===== config.mk =====
export PLATFORM = sky130hd
export DESIGN_NAME = gpt_front
export DESIGN_NICKNAME = d
export VERILOG_FILES = /design/src/hw/rtl/gpt_pkg.sv /design/src/hw/rtl/gpt_front.sv
export SDC_FILE = /design/constraint.sdc
export NUM_CORES = 2
export LEC_CHECK = 0
export ABC_AREA = 1
export BUFFER_PORTS_ARGS = -buffer_cell sky130_fd_sc_hd__buf_2
export CORE_UTILIZATION = 40
export CTS_CLUSTER_DIAMETER = 80
export CTS_CLUSTER_SIZE = 8
export DETAILED_ROUTE_END_ITERATION = 10
export GPL_TIMING_DRIVEN = 0
export PLACE_DENSITY = 0.55
export SYNTH_ARGS = -nofsm -noshare
export SYNTH_HDL_FRONTEND = slang
export SYNTH_SLANG_ARGS = --single-unit

===== constraint.sdc =====
create_clock -name clk -period 7 [get_ports clk]
set_clock_uncertainty 0.2 [all_clocks]
set_input_delay 0.35 -clock clk [delete_from_list [all_inputs] [get_ports clk]]
set_output_delay 0.35 -clock clk [all_outputs]
set_load 0.01 [all_outputs]

===== src/hw/rtl/gpt_pkg.sv =====
`default_nettype none
package gpt_pkg;

  // Configuration register indexes.
  localparam int CFG_IDX_W = 8;
  localparam logic [CFG_IDX_W-1:0] REG_OFFSET_MEAN  = 8'd0;
  localparam logic [CFG_IDX_W-1:0] REG_SPREAD_SIGMA = 8'd1;

  // Reset values of the configuration registers.
  localparam logic signed [31:0] MEAN_RESET  = 32'sd0;
  localparam logic [31:0]        SIGMA_RESET = 32'd65536;

  // 2*ln(2) in Q1.27, truncated.
  localparam logic [27:0] LN2X2_Q27 = 28'hB17217F;

  // Queue between the front and the back part.
  localparam int QUEUE_DEPTH  = 8;
  localparam int QUEUE_PTR_W  = 3;
  localparam int FRONT_STAGES = 3;

  // Input word: one pair of uniform draws.
  typedef struct packed {
    logic [31:0] uniform_a;
    logic [31:0] uniform_b;
  } in_word_t;

  // Result word.
  typedef struct packed {
    logic signed [31:0] unit_normal;
    logic signed [31:0] scaled_sample;
  } out_word_t;

  // Accepted pair inside the unit circle: x1 squared and w, both scaled by 2^62.
  typedef struct packed {
    logic        neg;
    logic [61:0] sq1;
    logic [61:0] w;
  } pair_t;

  // z squared with scale 2^30, and the sign of z.
  typedef struct packed {
    logic        neg;
    logic [37:0] t;
  } zsq_t;

endpackage
`default_nettype wire


===== src/hw/rtl/gpt_front.sv =====
`default_nettype none
module gpt_front import gpt_pkg::*; #(
  parameter int UNIFORM_BITS = 32
) (
  input  wire logic     clk,
  input  wire logic     rst_n,
  input  wire logic     take,
  input  wire in_word_t word,
  output logic          push_valid,
  output pair_t         push_word
);

  localparam int EFF_BITS = (UNIFORM_BITS >= 32) ? 32 : UNIFORM_BITS;
  localparam int SHIFT    = 32 - EFF_BITS;

  logic [31:0] ua, ub;
  logic [31:0] a1_nxt, a2_nxt;
  logic        v1_r, v2_r, push_valid_r;
  logic        neg1_r, neg2_r;
  logic [31:0] a1_r, a2_r;
  logic [63:0] sq1_r, sq2_r;
  logic [63:0] w_sum;
  logic        in_circle;
  pair_t       push_word_r;

  // Align the draws to Q0.32 and take |2u - 1| in Q0.31.
  always_comb begin
    ua     = word.uniform_a << SHIFT;
    ub     = word.uniform_b << SHIFT;
    a1_nxt = ua[31] ? {1'b0, ua[30:0]} : (32'h8000_0000 - ua);
    a2_nxt = ub[31] ? {1'b0, ub[30:0]} : (32'h8000_0000 - ub);
  end

  // Stage one: magnitudes; stage two: squares.
  always_ff @(posedge clk) begin
    if (!rst_n) begin
      v1_r <= 1'b0;
      v2_r <= 1'b0;
    end else begin
      v1_r <= take;
      v2_r <= v1_r;
    end
    neg1_r <= ~ua[31];
    a1_r   <= a1_nxt;
    a2_r   <= a2_nxt;
    neg2_r <= neg1_r;
    sq1_r  <= a1_r * a1_r;
    sq2_r  <= a2_r * a2_r;
  end

  // Stage three: w and the unit circle test. Origin and outside are dropped.
  always_comb begin
    w_sum     = sq1_r + sq2_r;
    in_circle = (w_sum != 64'd0) && (w_sum[63:62] == 2'b00);
  end

  always_ff @(posedge clk) begin
    if (!rst_n) begin
      push_valid_r <= 1'b0;
    end else begin
      push_valid_r <= v2_r && in_circle;
    end
    push_word_r.neg <= neg2_r;
    push_word_r.sq1 <= sq1_r[61:0];
    push_word_r.w   <= w_sum[61:0];
  end

  assign push_valid = push_valid_r;
  assign push_word  = push_word_r;

endmodule
`default_nettype wire


==> results by stage <==
Status:
- The flow ran to the end, but the final reports show violations.
- The final reports fail on negative setup slack.

Die:
- In this run the standard cell core region covers 182000 um^2.
- After floorplanning, the core was divided into 156 placement rows.
- Measured along the x axis, the die boundary spans between 400 and 500 um.
- For this configuration, the core starts out at a cell density of 0.404.
- The die covers 185000 um^2.
- From bottom edge to top edge, the die measures 430 um.
- During I/O placement, the number of pins put on the boundary was a little under 200.

Timing:
- The transition time of the tightest slew-check pin is between 800 and 900 ps.
- The final-report setup violation count is 66.
- The time the worst path needs with I/O delays and setup is ~7400 ps.
- Setup repair after global routing could not meet its margin everywhere.
- Final hold analysis gives a worst-case slack of about 120 ps.
- The max-slew violation total from the final report is 0.
- In the finished design, the share of the clock period the worst path needs comes to 1.06.
- The final-report hold violation count is 0.
- The maximum achievable frequency is ~0.13 GHz.
- In this run the tightest slew margin relative to its limit is 0.427.
- After layout, the worst setup slack is -410 ps.

Hold path:
- The hold path startpoint is neg1_r.
- The path class of the lowest-slack min-delay path is register to register.

Synth:
- Synthesis inferred 319 register bits.
- The netlist area before placement is 73300 um^2.
- Of the total synthesized cell area, the portion taken by XOR and XNOR cells is 0.0330.
- The simple-gate portion of the synthesized area is 0.137.
- The multiplexer area fraction after synthesis is 0.
- Yosys printed 0 warnings.
- In the synthesized netlist, the number of instances is 8888.
- The net count after synthesis is roughly 11000.
- The share of the Yosys chip area taken by registers is 0.0871.
- The complex-gate fraction of the synthesized area is 0.0448.
- The average size of a mapped cell is 8.25 um^2.
- The largest family of logic cells by synthesized area is adder cells.
- After synthesis, the netlist uses 54 different library cells.
- Of the total synthesized cell area, the portion taken by full adders, half adders and majority gates is 0.545.

Routing:
- For this run, the detailed router's first-pass iteration total came to 6.
- Summing over every cut layer, the via total after detailed routing is 59426.
- The DRC violation count after routing is 0.
- The detail route stage leaves a number of antenna-violating nets equal to 0.
- Dividing the detail-routed via count by the number of cells gives 5.00.
- The starting DRC count in detailed routing is 4574.
- The routed design has 268 mm of wire.
- The average wire length per cell after detail routing is 22.5 um.

Global routing:
- The global-route total usage across every layer is 0.293.
- The number of global-route vias before repair was 63319.
- Entering global routing, the biggest net connects 15 pins.
- Summed over all layers, the global routing overflow is 0.
- The initial antenna violation count was 9.
- The first global-routing pass estimated 397 mm of wire.

Setup path:
- The sort of element at the start of the critical path is a register.
- Among the stages of the critical path, the cell type that occurs most often is sky130_fd_sc_hd__fa_1.
- The kind of capture point of the worst setup path is a register.
- The required time at the endpoint of the critical path is between 7000 and 8000 ps.
- The largest driver fanout on the critical path is 4.
- At the worst endpoint, the arrival time is slightly below 8000 ps.
- The most critical setup path has its startpoint at a1_r[6].
- The critical setup path kind is register to register.
- For this design, the slowest cell found on the critical path is sky130_fd_sc_hd__fa_2.
- The critical path contains buffers and inverters numbering 11 combined.
- The launching point of the worst reg2reg path is a1_r[6].
- The delay contributed by the slowest stage of the critical path is 610 ps.
- The kind of cell adding the most delay to the critical path is adder cells.

CTS:
- The TritonCTS clock tree is done.
- After clock tree synthesis, the clock-pin slew on the worst setup and hold paths is 50 ps.
- Clock tree synthesis inserted a total of 50 buffers.
- Clock tree synthesis found a total of between 300 and 400 sinks.
- The root buffer cell is sky130_fd_sc_hd__clkbuf_16.
- No sink is reached through more buffers than the 3 on the longest clock path.
- The level count of the clock H-tree is 2.
- At the later pin of the worst-skew pair, clock insertion delay measures 670 ps.

Place:
- The routability-driven placement congestion ratio is 1.00.
- The number of port buffers is 191.
- The wire-length estimate of the detail-placed layout is 225 mm.

Job:
- The max-capacitance violation count is 0.

Layout:
- The ratio of cells with drive above 1 in the final layout is 0.150.
- The final layout contains 11803 nets.
- The layout-stage area growth over the synthesis result is 19.6%.
## state kept, by name, indices dropped and copies added (netlist names)
name,cells
sq2_r,63
v2_r,1
a1_r,32
neg2_r,1
v1_r,1
sq1_r,63
push_valid,1
push_word,124
a2_r,32
neg1_r,1
## layout make-up
cell class / count / area [um^2]
Fill cell: 17556 / 93800
Buffer: 205 / 3080
Clock inverter: 8 / 130
Multi-Input combinational cell: 5577 / 58800
Antenna cell: 3 / 7.51
Inverter: 2777 / 10400
Sequential cell: 319 / 6590
Timing Repair Buffer: 561 / 4390
Tap cell: 2370 / 2970
Clock buffer: 59 / 1330
## cell usage in the layout (no fill, tap or decap), drive strengths merged, types with 2 or more instances in the layout
cell type	netlist	final
xnor2	112	112
dfxtp	319	319
diode	0	3
o211a	2	2
o21a	18	18
buf	27	498
o2111ai	3	3
o211ai	2	2
a31o	12	12
nor4	12	12
nand2	1828	1828
nand3b	16	16
fa	1584	1584
xor2	164	164
a31oi	31	31
inv	2777	2777
a21boi	6	6
and2	2	2
o21ai	149	149
o221ai	4	4
or2	11	11
ha	661	661
clkbuf	188	219
a21oi	257	257
clkinvlp	0	3
nand4	38	38
o21bai	42	42
o31ai	4	4
a21o	24	24
nand3	126	126
nor3	46	46
clkinv	0	4
a211oi	6	6
dlygate4sd3	0	108
nor2	414	414
## stage by stage
| step | instance area, um^2 | cells | setup WS (ps) | TNS [ps] | util |
|---|---|---|---|---|---|
| finish | 87800 | 11879 | -410 | -14510 | 0.483 |
| detailed placement | 77300 | 11449 | -2800 | -204970 | 0.426 |
| floorplan | 73400 | 8888 | 6.33 | 0 | - |
| global placement | 77300 | 11449 | -2850 | -201250 | 0.426 |
| CTS | 85800 | 11796 | -337 | -8650 | 0.473 |
| global route | 87800 | 11877 | -593 | -25950 | 0.483 |
## per-layer routing
| layer | share of wire | global-route usage | wire, um | up-vias |
|---|---|---|---|---|
| li1 | - | - | - | 26665 |
| met1 | 0.42 | 0.394 | 111000 | 30104 |
| met2 | 0.44 | 0.447 | 118000 | 2154 |
| met3 | 0.079 | 0.0516 | 21200 | 501 |
| met4 | 0.066 | 0.161 | 17600 | 2 |
| met5 | 0.000052 | 0 | 14 | - |
## cell families (layout without fill, tap and decap cells)
logic type,Yosys count,after routing
flops,319,319
xor+xnor,276,276
compound gates,561,561
simple gates,2494,2494
buf+inv,2992,3610
other cells,1,4
fa+ha+maj,2245,2245
## Yosys cell counts, drive strengths merged
library cell  number  share of area
inv             2777           0.14
nand2           1828          0.094
fa              1584           0.43
ha               661           0.11
nor2             414          0.022
dfxtp            319          0.087
a21oi            257          0.018
clkbuf           188         0.0096
xor2             164          0.020
o21ai            149          0.011
nand3            126         0.0093
xnor2            112          0.013
nor3              46         0.0042
o21bai            42         0.0044
nand4             38         0.0033
a31oi             31         0.0026
buf               27         0.0014
a21o              24         0.0025
o21a              18         0.0018
nand3b            16         0.0018
a31o              12         0.0014
nor4              12         0.0010
or2               11        0.00094
a211oi             6        0.00061
a21boi             6        0.00067
o221ai             4        0.00056
o31ai              4        0.00048
o2111ai            3        0.00036
and2               2        0.00017
o211a              2        0.00027
o211ai             2        0.00027
a221oi             1        0.00012
conb               1       0.000051
nor3b              1        0.00010
## path summary, 6_finish.rpt
check,slack [ps],to,depth (start not counted)
worst max-delay path,-410,sq1_r[62],31
worst min-delay path,120,neg2_r,0
worst min register to register,120,neg2_r,0
worst max register to register,-410,sq1_r[62],31
## worst register-to-register path, delay by kind of cell (launching register included)
family / cells / cell delay, ps
simple gates: 8 / 740
buf+inv: 11 / 960
compound gates: 2 / 370
flops: 1 / 420
xor+xnor: 1 / 130
fa+ha+maj: 9 / 4490
## timing repair
action / in CTS / in global routing
setup endpoints to repair: 104 / 83
hold buffers: 108 / 0
gates resized for setup: 1197 / 365
hold endpoints to repair: 67 / 0
buffers inserted: 181 / 83
pin swaps: 151 / 242
Power is left out: the tool's default activity adds up to more than one toggle a clock period on the data nets, which glitch-free logic cannot reach.
