File: config.mk
export PLATFORM = sky130hd
export DESIGN_NAME = gpt_queue
export DESIGN_NICKNAME = d
export VERILOG_FILES = /design/src/hw/rtl/gpt_pkg.sv /design/src/hw/rtl/gpt_queue.sv
export SDC_FILE = /design/constraint.sdc
export NUM_CORES = 1
export LEC_CHECK = 0
export BUFFER_PORTS_ARGS = -buffer_cell sky130_fd_sc_hd__buf_2
export CELL_PAD_IN_SITES_DETAIL_PLACEMENT = 2
export CELL_PAD_IN_SITES_GLOBAL_PLACEMENT = 2
export CORE_MARGIN = 4
export CORE_UTILIZATION = 41
export DETAILED_ROUTE_END_ITERATION = 6
export PLACE_DENSITY = 0.71
export REMOVE_ABC_BUFFERS = 1
export SYNTH_ARGS = -nofsm -noshare
export SYNTH_HDL_FRONTEND = slang
export SYNTH_SLANG_ARGS = --single-unit
File: constraint.sdc
create_clock -name clk -period 13.2 [get_ports clk]
set_input_delay 1.32 -clock clk [delete_from_list [all_inputs] [get_ports clk]]
set_output_delay 1.32 -clock clk [all_outputs]
set_load 0.03 [all_outputs]
File: src/hw/rtl/gpt_pkg.sv
`default_nettype none
package gpt_pkg;

  // Configuration register indexes.
  localparam int CFG_IDX_W = 8;
  localparam logic [CFG_IDX_W-1:0] REG_OFFSET_MEAN  = 8'd0;
  localparam logic [CFG_IDX_W-1:0] REG_SPREAD_SIGMA = 8'd1;

  // Reset values of the configuration registers.
  localparam logic signed [31:0] MEAN_RESET  = 32'sd0;
  localparam logic [31:0]        SIGMA_RESET = 32'd65536;

  // 2*ln(2) in Q1.27, truncated.
  localparam logic [27:0] LN2X2_Q27 = 28'hB17217F;

  // Queue between the front and the back part.
  localparam int QUEUE_DEPTH  = 8;
  localparam int QUEUE_PTR_W  = 3;
  localparam int FRONT_STAGES = 3;

  // Input word: one pair of uniform draws.
  typedef struct packed {
    logic [31:0] uniform_a;
    logic [31:0] uniform_b;
  } in_word_t;

  // Result word.
  typedef struct packed {
    logic signed [31:0] unit_normal;
    logic signed [31:0] scaled_sample;
  } out_word_t;

  // Accepted pair inside the unit circle: x1 squared and w, both scaled by 2^62.
  typedef struct packed {
    logic        neg;
    logic [61:0] sq1;
    logic [61:0] w;
  } pair_t;

  // z squared with scale 2^30, and the sign of z.
  typedef struct packed {
    logic        neg;
    logic [37:0] t;
  } zsq_t;

endpackage
`default_nettype wire

File: src/hw/rtl/gpt_queue.sv
`default_nettype none
module gpt_queue import gpt_pkg::*; (
  input  wire logic  clk,
  input  wire logic  rst_n,
  input  wire logic  push_valid,
  input  wire pair_t push_word,
  output logic       pop_valid,
  output pair_t      pop_word,
  output logic       nearly_full
);

  pair_t                  mem [QUEUE_DEPTH];
  logic [QUEUE_PTR_W-1:0] wr_ptr_r, rd_ptr_r;
  logic [QUEUE_PTR_W:0]   count_r, count_nxt;
  logic                   pop;

  // The back part takes a word in every cycle that the queue holds one.
  assign pop         = (count_r != '0);
  assign pop_valid   = pop;
  assign pop_word    = mem[rd_ptr_r];
  assign nearly_full = (count_r >= (QUEUE_PTR_W+1)'(QUEUE_DEPTH - FRONT_STAGES));

  always_comb begin
    count_nxt = count_r;
    if (push_valid && !pop) begin
      count_nxt = count_r + 1'b1;
    end else if (!push_valid && pop) begin
      count_nxt = count_r - 1'b1;
    end
  end

  always_ff @(posedge clk) begin
    if (!rst_n) begin
      wr_ptr_r <= '0;
      rd_ptr_r <= '0;
      count_r  <= '0;
    end else begin
      count_r <= count_nxt;
      if (push_valid) begin
        wr_ptr_r <= wr_ptr_r + 1'b1;
      end
      if (pop) begin
        rd_ptr_r <= rd_ptr_r + 1'b1;
      end
    end
    if (push_valid) begin
      mem[wr_ptr_r] <= push_word;
    end
  end

endmodule
`default_nettype wire

==> impl_metrics.yaml, run 1 <==
cells_and_area:
  final_cell_mix: "1000 x edfxtp_1, 254 x buf_2, 238 x mux4_2, 125 x mux2_2, 111 x clkbuf_16"
  multiInputGateArea_sq_um: 7510
  final_common_cell: "edfxtp_1"
  syn_to_final_growth_pct: 16.6
  utilization_pct: 48.4
  nets: 1979
  fill_cells: 7994
  regArea_sq_um: 30300
  drive_above_1_share_pct: 42.5
grt:
  use_met3_pct: 3.47
  busiest_layer: "met2"
  grt_start_max_net_pins: 108
  first_global_vias: 19600
  grtUsageMet2_pct: 33.7
  grt_first_pass_wirelength_um: 140000
  use_met1_pct: 25.5
  track_usage_pct: 19.4
  antenna_found_initial: 15
  gr-total-overflow: 0
power:
  vdd_drop_max_mv: 0.132
  clockPowerShare_pct: 34.5
  powerDensity_nw_per_um2: 202
  power_leakage_nw: 14.2
  power_frac_seq_pct: 41.5
  p_sw_mw: 2.57
  p_int_mw: 6.42
  pwr-share-comb_pct: 24.0
  sw_frac_of_total_pct: 28.6
critical_path:
  cp-start-kind: "flip-flop"
  cp-endpoint: "pop_word[16]"
  crit_cells: 5
  cp_top_family: "buffers and inverters"
  path_cells: "buf_12 -> buf_4 -> mux4_1 -> mux2_2 -> buf_2"
  critPathBufInv: 3
  cp_slowest_cell: "buf_4"
  cp-end-kind: "primary output"
  max_stage_delay_ps: 910
  reg2reg_depth: 4
  regToRegSetupSlack_ps: 10490
  crit_type: "flip-flop to primary output"
  cp.required_ps: 11880
  path_max_fanout: 107
  r2r_start: "wr_ptr_r[0]"
  worst_r2r_endpoint: "mem[1][62]"
  worstPathArrival_ps: 4260
cts:
  clk_pin_slew_ps: 60
  htree_num_levels: 3
  cts_buffers: 109
  clock-sinks: 1013
  cts_hold_buf: 0
  clock_path_buffers: 3
  post-cts-setup-buffers: 0
  cts_root_buffer: "clkbuf_16"
  ctsResizeCount: 0
  clk-insertion-delay-late_ps: 670
  cts_tree: "done"
routing:
  route.vias.total: 17100
  postRouteAntennaNets: 0
  drt_iter0_drc: 1559
  routedWlPerCell_um: 29.5
  dr.pass1.iters: 7
  wirelength_um: 94200
  vias_per_cell: 5.36
  drcViolationCount: 1
floorplanning:
  num_rows: 111
  io_pins: 255
  fp.dieW_um: 313
  core_area_sq_um: 92100
  start_util_pct: 41.5
  die_h_um: 313
  die_area_sq_um: 98200
sta:
  finalMaxSlewViolations: 0
  fin_setup_tns_ps: 0
  setup_viol: 0
  slew_headroom_pct: 27.5
  fin_crit_sh_pct: 42.3
  rsz0062_at_grt: "no"
  min_period_ps: 5580
  fmax_mhz: 179
  skew_ps: 16.5
  finalHoldViolations: 0
  worst_pin_slew_ps: 1090
synth:
  ys_ff_latch: 1013
  avgSynthCellArea_sq_um: 25.2
  ys_warn_count: 0
  synth_cell_types: 28
  seq_area_frac_synth_pct: 79.2
  netlist_instances: 1518
  syn_area_sq_um: 38200
min_path:
  hold_class: "flip-flop to flip-flop"
  min_from: "rd_ptr_r[1]"
placed_design:
  gp_congestion: 0.675
  dpl.hpwl_um: 53300
  portBuffers: 254
outcome:
  status: "finished, violations left"
  violations: "DRC"
run:
  cap_violations: 0
## through the flow
| stage | instances | setup WS (ps) | power (mW) | hold WS (ps) | area, sq um |
|---|---|---|---|---|---|
| after floorplan | 1446 | 226 | 5.84 | 464 | 37800 |
| after global placement | 2978 | 8340 | 5.92 | 460 | 40900 |
| after detailed placement | 2978 | 8270 | 5.99 | 517 | 40900 |
| after CTS | 3182 | 7550 | 9.13 | 524 | 44600 |
| after global routing | 3186 | 7260 | 9.37 | 553 | 44600 |
| final | 3193 | 7620 | 8.99 | 522 | 44600 |
## logic make-up after synthesis
group / share of synthesized area, %
adders and majority gates: 0.164
muxes: 18.6
DFF: 79.2
AOI/OAI and AO/OA: 0.108
buffers and inverters: 1.26
xor gates and xnor gates: 0.160
and+or+nand+nor: 0.491
## worst reg2reg max path: stages, from the launching register on
cell and delay [ps]:
dfxtp_1 500, nand2b_1 200, nor2_4 130, buf_4 710, buf_4 750
## power by group through the flow
stage | sequential (mW) | clock, mW | combinational, mW
final | 3.73 | 3.10 | 2.16
after global routing | 3.74 | 3.34 | 2.29
after CTS | 3.73 | 3.19 | 2.21
after detailed placement | 3.80 | 0 | 2.19
after global placement | 3.79 | 0 | 2.14
after floorplan | 3.97 | 0 | 1.87
## cell type report
| class | count | area share (%) |
|---|---|---|
| flip-flops and latches | 1013 | 68.0 |
| diodes | 11 | 0.0617 |
| clock inverters | 67 | 1.69 |
| inverters | 2 | 0.0168 |
| repair buffers | 289 | 3.47 |
| clock buffers | 137 | 6.47 |
| multi-input cells | 431 | 16.8 |
| well taps | 1243 | 3.49 |
## metal layers
layer	share of wire [%]	wire [um]
met5	0.067	63
met4	1.5	1450
met3	4.6	4380
met2	53	49600
met1	41	38800
## how the worst min path moves through the flow
stage           endpoint  slack, ps  cells past startpoint
2_1_floorplan  flip-flop        460                      2
3_3_place_gp   flip-flop        460                      2
3_5_place_dp   flip-flop        520                      2
4_1_cts        flip-flop        520                      2
5_1_grt        flip-flop        550                      2
6_report       flip-flop        520                      2
## synthesized netlist by cell type
cell type | n | share of area, %
buf_6 | 21 | 0.62
a31oi_1 | 1 | 0.016
nand3_1 | 1 | 0.013
dfxtp_1 | 13 | 0.68
and2_1 | 8 | 0.13
a211oi_1 | 1 | 0.020
nor4_4 | 1 | 0.056
nand2_1 | 9 | 0.088
xnor2_1 | 5 | 0.11
inv_1 | 2 | 0.020
ha_1 | 5 | 0.16
mux2i_1 | 2 | 0.052
mux2_2 | 125 | 3.7
nor2_1 | 8 | 0.079
buf_1 | 9 | 0.088
clkbuf_1 | 20 | 0.20
buf_8 | 2 | 0.079
a21boi_0 | 1 | 0.020
buf_2 | 20 | 0.26
xor2_1 | 2 | 0.046
mux4_2 | 238 | 14
mux4_1 | 12 | 0.82
a21oi_1 | 1 | 0.013
edfxtp_1 | 1000 | 79
nor2b_1 | 1 | 0.016
o21ai_0 | 3 | 0.039
nand2b_1 | 5 | 0.082
nor3_1 | 2 | 0.026
## flip-flops by register name, indices dropped and copies added (netlist names), named ones only
name	cells
wr_ptr_r	3
mem	1000
count_r	4
rd_ptr_r	3
Note: power is estimated with default switching activity, not from simulation.
==> inputs of run 2 (changes only) <==
--- a/config.mk
+++ b/config.mk
@@ -11,7 +11,7 @@
 export CORE_MARGIN = 4
 export CORE_UTILIZATION = 41
 export DETAILED_ROUTE_END_ITERATION = 6
-export PLACE_DENSITY = 0.71
+export PLACE_DENSITY = 0.74
 export REMOVE_ABC_BUFFERS = 1
 export SYNTH_ARGS = -nofsm -noshare
 export SYNTH_HDL_FRONTEND = slang
==> constraint.sdc (replaced) <==
create_clock -name clk -period 4.62 [get_ports clk]
set_input_delay 0.462 -clock clk [delete_from_list [all_inputs] [get_ports clk]]
set_output_delay 0.462 -clock clk [all_outputs]
set_load 0.03 [all_outputs]
==> run 2 against run 1 <==
  * The flow now finishes without violations
  * Register-to-register slack got worse by 8200 ps
  * Die area did not move
  * Power rose to 2.8 times the previous value
  * Final cell count rose by 0.69%
  * Design area rose by 0.66%
  * Global-route usage rose by 0.62 points
  * Clock power rose to 2.7 times the previous value
  * Non-clock buffer count rose by 27
  * Count of clock-buffer cells in the layout rose by 8
  * Setup slack got worse by 6500 ps
  * Largest power group unchanged
  * Highest routed layer unchanged
==> impl_metrics.yaml, run 2 (same netlist as run 1, synthesis figures left out) <==
outcome:
  status: "completed"
run:
  cap_violations: 0
critical_path:
  cp-end-kind: "primary output"
  worst_r2r_endpoint: "mem[7][27]"
  cp.required_ps: 4160
  crit_type: "flip-flop to primary output"
  regToRegSetupSlack_ps: 2300
  path_max_fanout: 30
  reg2reg_depth: 3
  cp-start-kind: "flip-flop"
  r2r_start: "wr_ptr_r[0]"
  worstPathArrival_ps: 3080
cells_and_area:
  finalInstanceArea_sq_um: 44900
  fin_cells: 3215
  top_register: "mem"
  drive_above_1_share_pct: 42.7
  fill_cells: 7973
  final_cell_mix: "1000 x edfxtp_1, 254 x buf_2, 238 x mux4_2, 125 x mux2_2, 112 x clkbuf_16"
  largest_reg_flops: 1000
  top_regs: "mem x1000, count_r x4"
  nets: 2007
  syn_to_final_growth_pct: 17.4
  final_common_cell: "edfxtp_1"
sta:
  skew_ps: 20.3
  setup_viol: 0
  fin_crit_sh_pct: 76.7
  hold_slack_ps: 62.7
  worst_pin_slew_ps: 1090
  slew_headroom_pct: 27.1
  fin_setup_tns_ps: 0
  finalMaxSlewViolations: 0
  rsz0062_at_grt: "no"
  fmax_mhz: 282
  finalHoldViolations: 0
  min_period_ps: 3540
cts:
  cts_buffers: 110
  post-cts-setup-buffers: 0
  cts_tree: "done"
  ctsResizeCount: 0
  clk_pin_slew_ps: 60
  clock-sinks: 1013
  htree_num_levels: 3
  clk-insertion-delay-late_ps: 670
  cts_root_buffer: "clkbuf_16"
  clock_path_buffers: 3
grt:
  first_global_vias: 20100
  grt_first_pass_wirelength_um: 144000
  grt_start_max_net_pins: 126
  antenna_found_initial: 17
  gr-total-overflow: 0
  track_usage_pct: 20.0
routing:
  dr.pass1.iters: 5
  route.vias.total: 17400
  drt_iter0_drc: 1424
  vias_per_cell: 5.40
  wirelength_um: 96400
  routedWlPerCell_um: 30.0
  postRouteAntennaNets: 0
  drcViolationCount: 0
power:
  vdd_drop_max_mv: 0.495
  total_power_mw: 25.5
  powerDensity_nw_per_um2: 567
  power_leakage_nw: 14.3
floorplanning:
  start_util_pct: 41.5
  core_area_sq_um: 92100
  io_pins: 255
  fp.dieW_um: 313
  num_rows: 111
  die_h_um: 313
  die_area_sq_um: 98200
min_path:
  worstHoldPathCells: 1
  min_from: "push_word[48]"
  hold_class: "input pin to flip-flop"
  min_to: "mem[4][48]"
placed_design:
  placed_cells: 3003
  portBuffers: 254
  gp_congestion: 0.692
  postPlaceCellArea_sq_um: 41400
  dpl.hpwl_um: 56400
## run 2: per-layer routing
layer | wire length (um) | GRT usage, %
met5 | 69 | 0
met4 | 1890 | 4.31
met3 | 5190 | 4.62
met2 | 50200 | 34.6
met1 | 39100 | 26.0
## run 2: repair_timing
| item | CTS | global route |
|---|---|---|
| setup endpoints to repair | 0 | 0 |
| hold buffers | 2 | 0 |
| hold endpoints to repair | 9 | 0 |
## run 2: critical path, cell delays in order, from the launching register on
cell     delay [ps]
dfxtp_4         800
buf_4           480
mux4_1          640
mux2_2          280
buf_2           180
## run 2: layout make-up
| class | instances | area (sq um) | share of cell area (%) |
|---|---|---|---|
| inverter | 2 | 7.51 | 0.0167 |
| timing repair buffer | 316 | 2040 | 4.55 |
| multi-input combinational | 431 | 7510 | 16.7 |
| clock inverter | 56 | 474 | 1.06 |
| antenna | 9 | 22.5 | 0.0502 |
| tap | 1243 | 1560 | 3.47 |
| clock buffer | 145 | 2970 | 6.61 |
| sequential | 1013 | 30300 | 67.5 |
## run 2: how the worst max path moves through the flow
stage,endpoint,start,depth (start not counted),slack (ps)
floorplan,pop_word[106],flip-flop,2,-7500
global placement,pop_word[5],flip-flop,4,1740
detailed placement,pop_word[5],flip-flop,4,1670
CTS,pop_word[36],flip-flop,4,910
global route,pop_word[36],flip-flop,4,840
finish,pop_word[36],flip-flop,4,1080
## run 2: power breakdown
| group | switching [mW] | internal [mW] |
|---|---|---|
| Sequential | 0.301 | 10.4 |
| Clock | 3.51 | 4.93 |
| Combinational | 3.56 | 2.77 |
| Total | 7.38 | 18.1 |
## run 2: through the flow
step / utilization (%) / setup WS [ps]
2_1_floorplan: - / -7500
3_3_place_gp: 45.0 / 1740
3_5_place_dp: 45.0 / 1670
4_1_cts: 48.7 / 909
5_1_grt: 48.7 / 843
6_report: 48.7 / 1080
==> inputs of run 3 (changes only) <==
--- a/config.mk
+++ b/config.mk
@@ -11,7 +11,7 @@
 export CORE_MARGIN = 4
 export CORE_UTILIZATION = 41
 export DETAILED_ROUTE_END_ITERATION = 6
-export PLACE_DENSITY = 0.74
+export PLACE_DENSITY = 0.71
 export REMOVE_ABC_BUFFERS = 1
 export SYNTH_ARGS = -nofsm -noshare
 export SYNTH_HDL_FRONTEND = slang
==> constraint.sdc (replaced) <==
create_clock -name clk -period 3.7 [get_ports clk]
set_input_delay 0.37 -clock clk [delete_from_list [all_inputs] [get_ports clk]]
set_output_delay 0.37 -clock clk [all_outputs]
set_load 0.03 [all_outputs]
==> run 3 against run 2 <==
  * Final cell count grew 3.1%
  * Setup slack worse by 680 ps
  * Critical path depth up 1
  * Sequential power increased by 23%
  * Largest cell class unchanged
==> impl_metrics.yaml, run 3 (same netlist as run 1, synthesis figures left out) <==
critical_path:
  cp-start-kind: "flip-flop"
  max_stage_delay_ps: 550
  cp_slowest_cell: "dfxtp_4"
  crit_type: "flip-flop to primary output"
  path_max_fanout: 30
  cp-end-kind: "primary output"
  cp.required_ps: 3330
  worstPathArrival_ps: 2930
  regToRegSetupSlack_ps: 1390
  path_cells: "buf_12 -> buf_4 -> mux4_2 -> mux2_2 -> buf_2"
sta:
  finalMaxSlewViolations: 0
  skew_ps: 24.8
  hold_slack_ps: 75.6
  min_period_ps: 3300
  rsz0062_at_grt: "no"
  fin_crit_sh_pct: 89.2
  setup_viol: 0
  worst_pin_slew_ps: 1090
  finalHoldViolations: 0
  fmax_mhz: 303
  slew_headroom_pct: 26.9
cts:
  clock_path_buffers: 3
  ctsResizeCount: 0
  clock-sinks: 1013
  cts_buffers: 105
  post-cts-setup-buffers: 0
  cts_hold_buf: 125
  cts_root_buffer: "clkbuf_16"
  clk-insertion-delay-late_ps: 680
  clk_pin_slew_ps: 60
  htree_num_levels: 3
  cts_tree: "done"
placed_design:
  gp_congestion: 0.675
  dpl.hpwl_um: 53300
  portBuffers: 254
routing:
  routedWlPerCell_um: 28.6
  wirelength_um: 94700
  vias_per_cell: 5.32
  route.vias.total: 17600
  drt_iter0_drc: 1324
  drcViolationCount: 0
  dr.pass1.iters: 5
  postRouteAntennaNets: 0
floorplanning:
  start_util_pct: 41.5
  die_area_sq_um: 98200
  core_area_sq_um: 92100
  die_h_um: 313
  num_rows: 111
  io_pins: 255
  fp.dieW_um: 313
grt:
  grt_start_max_net_pins: 87
  grt_first_pass_wirelength_um: 142000
  track_usage_pct: 19.5
  antenna_found_initial: 5
  gr-total-overflow: 0
  first_global_vias: 20500
power:
  total_power_mw: 31.5
  vdd_drop_max_mv: 0.459
  power_leakage_nw: 14.7
  powerDensity_nw_per_um2: 685
min_path:
  hold_class: "input pin to flip-flop"
cells_and_area:
  top_register: "mem"
  drive_above_1_share_pct: 39.5
  final_cell_mix: "1000 x edfxtp_1, 254 x buf_2, 238 x mux4_2, 125 x mux2_2, 125 x dlygate4sd3_1"
  final_common_cell: "edfxtp_1"
  nets: 2115
  top_regs: "mem x1000, count_r x4"
  syn_to_final_growth_pct: 20.5
  largest_reg_flops: 1000
outcome:
  status: "completed"
run:
  cap_violations: 0
## run 3: changes by cell type in the layout (fill, tap and decap cells not counted), sizes merged
| cell | before | now |
|---|---|---|
| buf | 314 | 304 |
| bufinv | 8 | 6 |
| clkbuf | 145 | 149 |
| clkinv | 45 | 39 |
| clkinvlp | 0 | 1 |
| diode | 9 | 1 |
| dlygate4sd3 | 2 | 125 |
| inv | 5 | 3 |
## run 3: per-stage QoR
stage	util (%)	setup TNS (ps)	cells	setup WS, ps	instance area, sq um
after floorplan	-	-4438060	1446	-8320	37800
after global placement	45.1	0	2993	1070	41500
after detailed placement	45.1	0	2993	1020	41500
after CTS	50.0	0	3314	288	46100
after global routing	50.0	0	3314	238	46100
final	50.0	0	3315	400	46100
## run 3: power breakdown
part,total [mW],switching [mW],internal (mW)
clock network,10.2,4.28,5.94
logic,8.10,4.53,3.57
registers,13.2,0.273,13.0
total,31.5,9.09,22.5
## run 3: path summary, 6_finish.rpt
kind	startpoint	endpoint	cells after the start
worst max register to register	wr_ptr_r[1]	mem[3][107]	3
worst max-delay path	flip-flop	pop_word[0]	5
worst min-delay path	rst_n	wr_ptr_r[1]	2
worst min register to register	rd_ptr_r[1]	flip-flop	2
## run 3: worst max-delay path, delay by kind of cell, from the launching register on
kind | cells | cell delay [ps]
buffers and inverters | 3 | 830
multiplexers | 2 | 830
flip-flops | 1 | 550
## run 3: routing by layer
metal | vias up | routed length, um | share of wire, % | GRT usage [%]
met5 | - | 55 | 0.058 | 0
met4 | 8 | 1680 | 1.8 | 4.23
met2 | 353 | 50400 | 53 | 34.8
li1 | 7467 | - | - | -
met1 | 9692 | 38600 | 41 | 24.9
met3 | 126 | 3900 | 4.1 | 3.76
## run 3: final cells by class
class / instances / area (sq um)
Tap cell: 1243 / 1560
Fill cell: 7877 / 46000
Multi-Input combinational cell: 431 / 7510
Clock buffer: 149 / 2950
Inverter: 2 / 7.51
Antenna cell: 1 / 2.50
Timing Repair Buffer: 429 / 3370
Clock inverter: 47 / 365
Sequential cell: 1013 / 30300
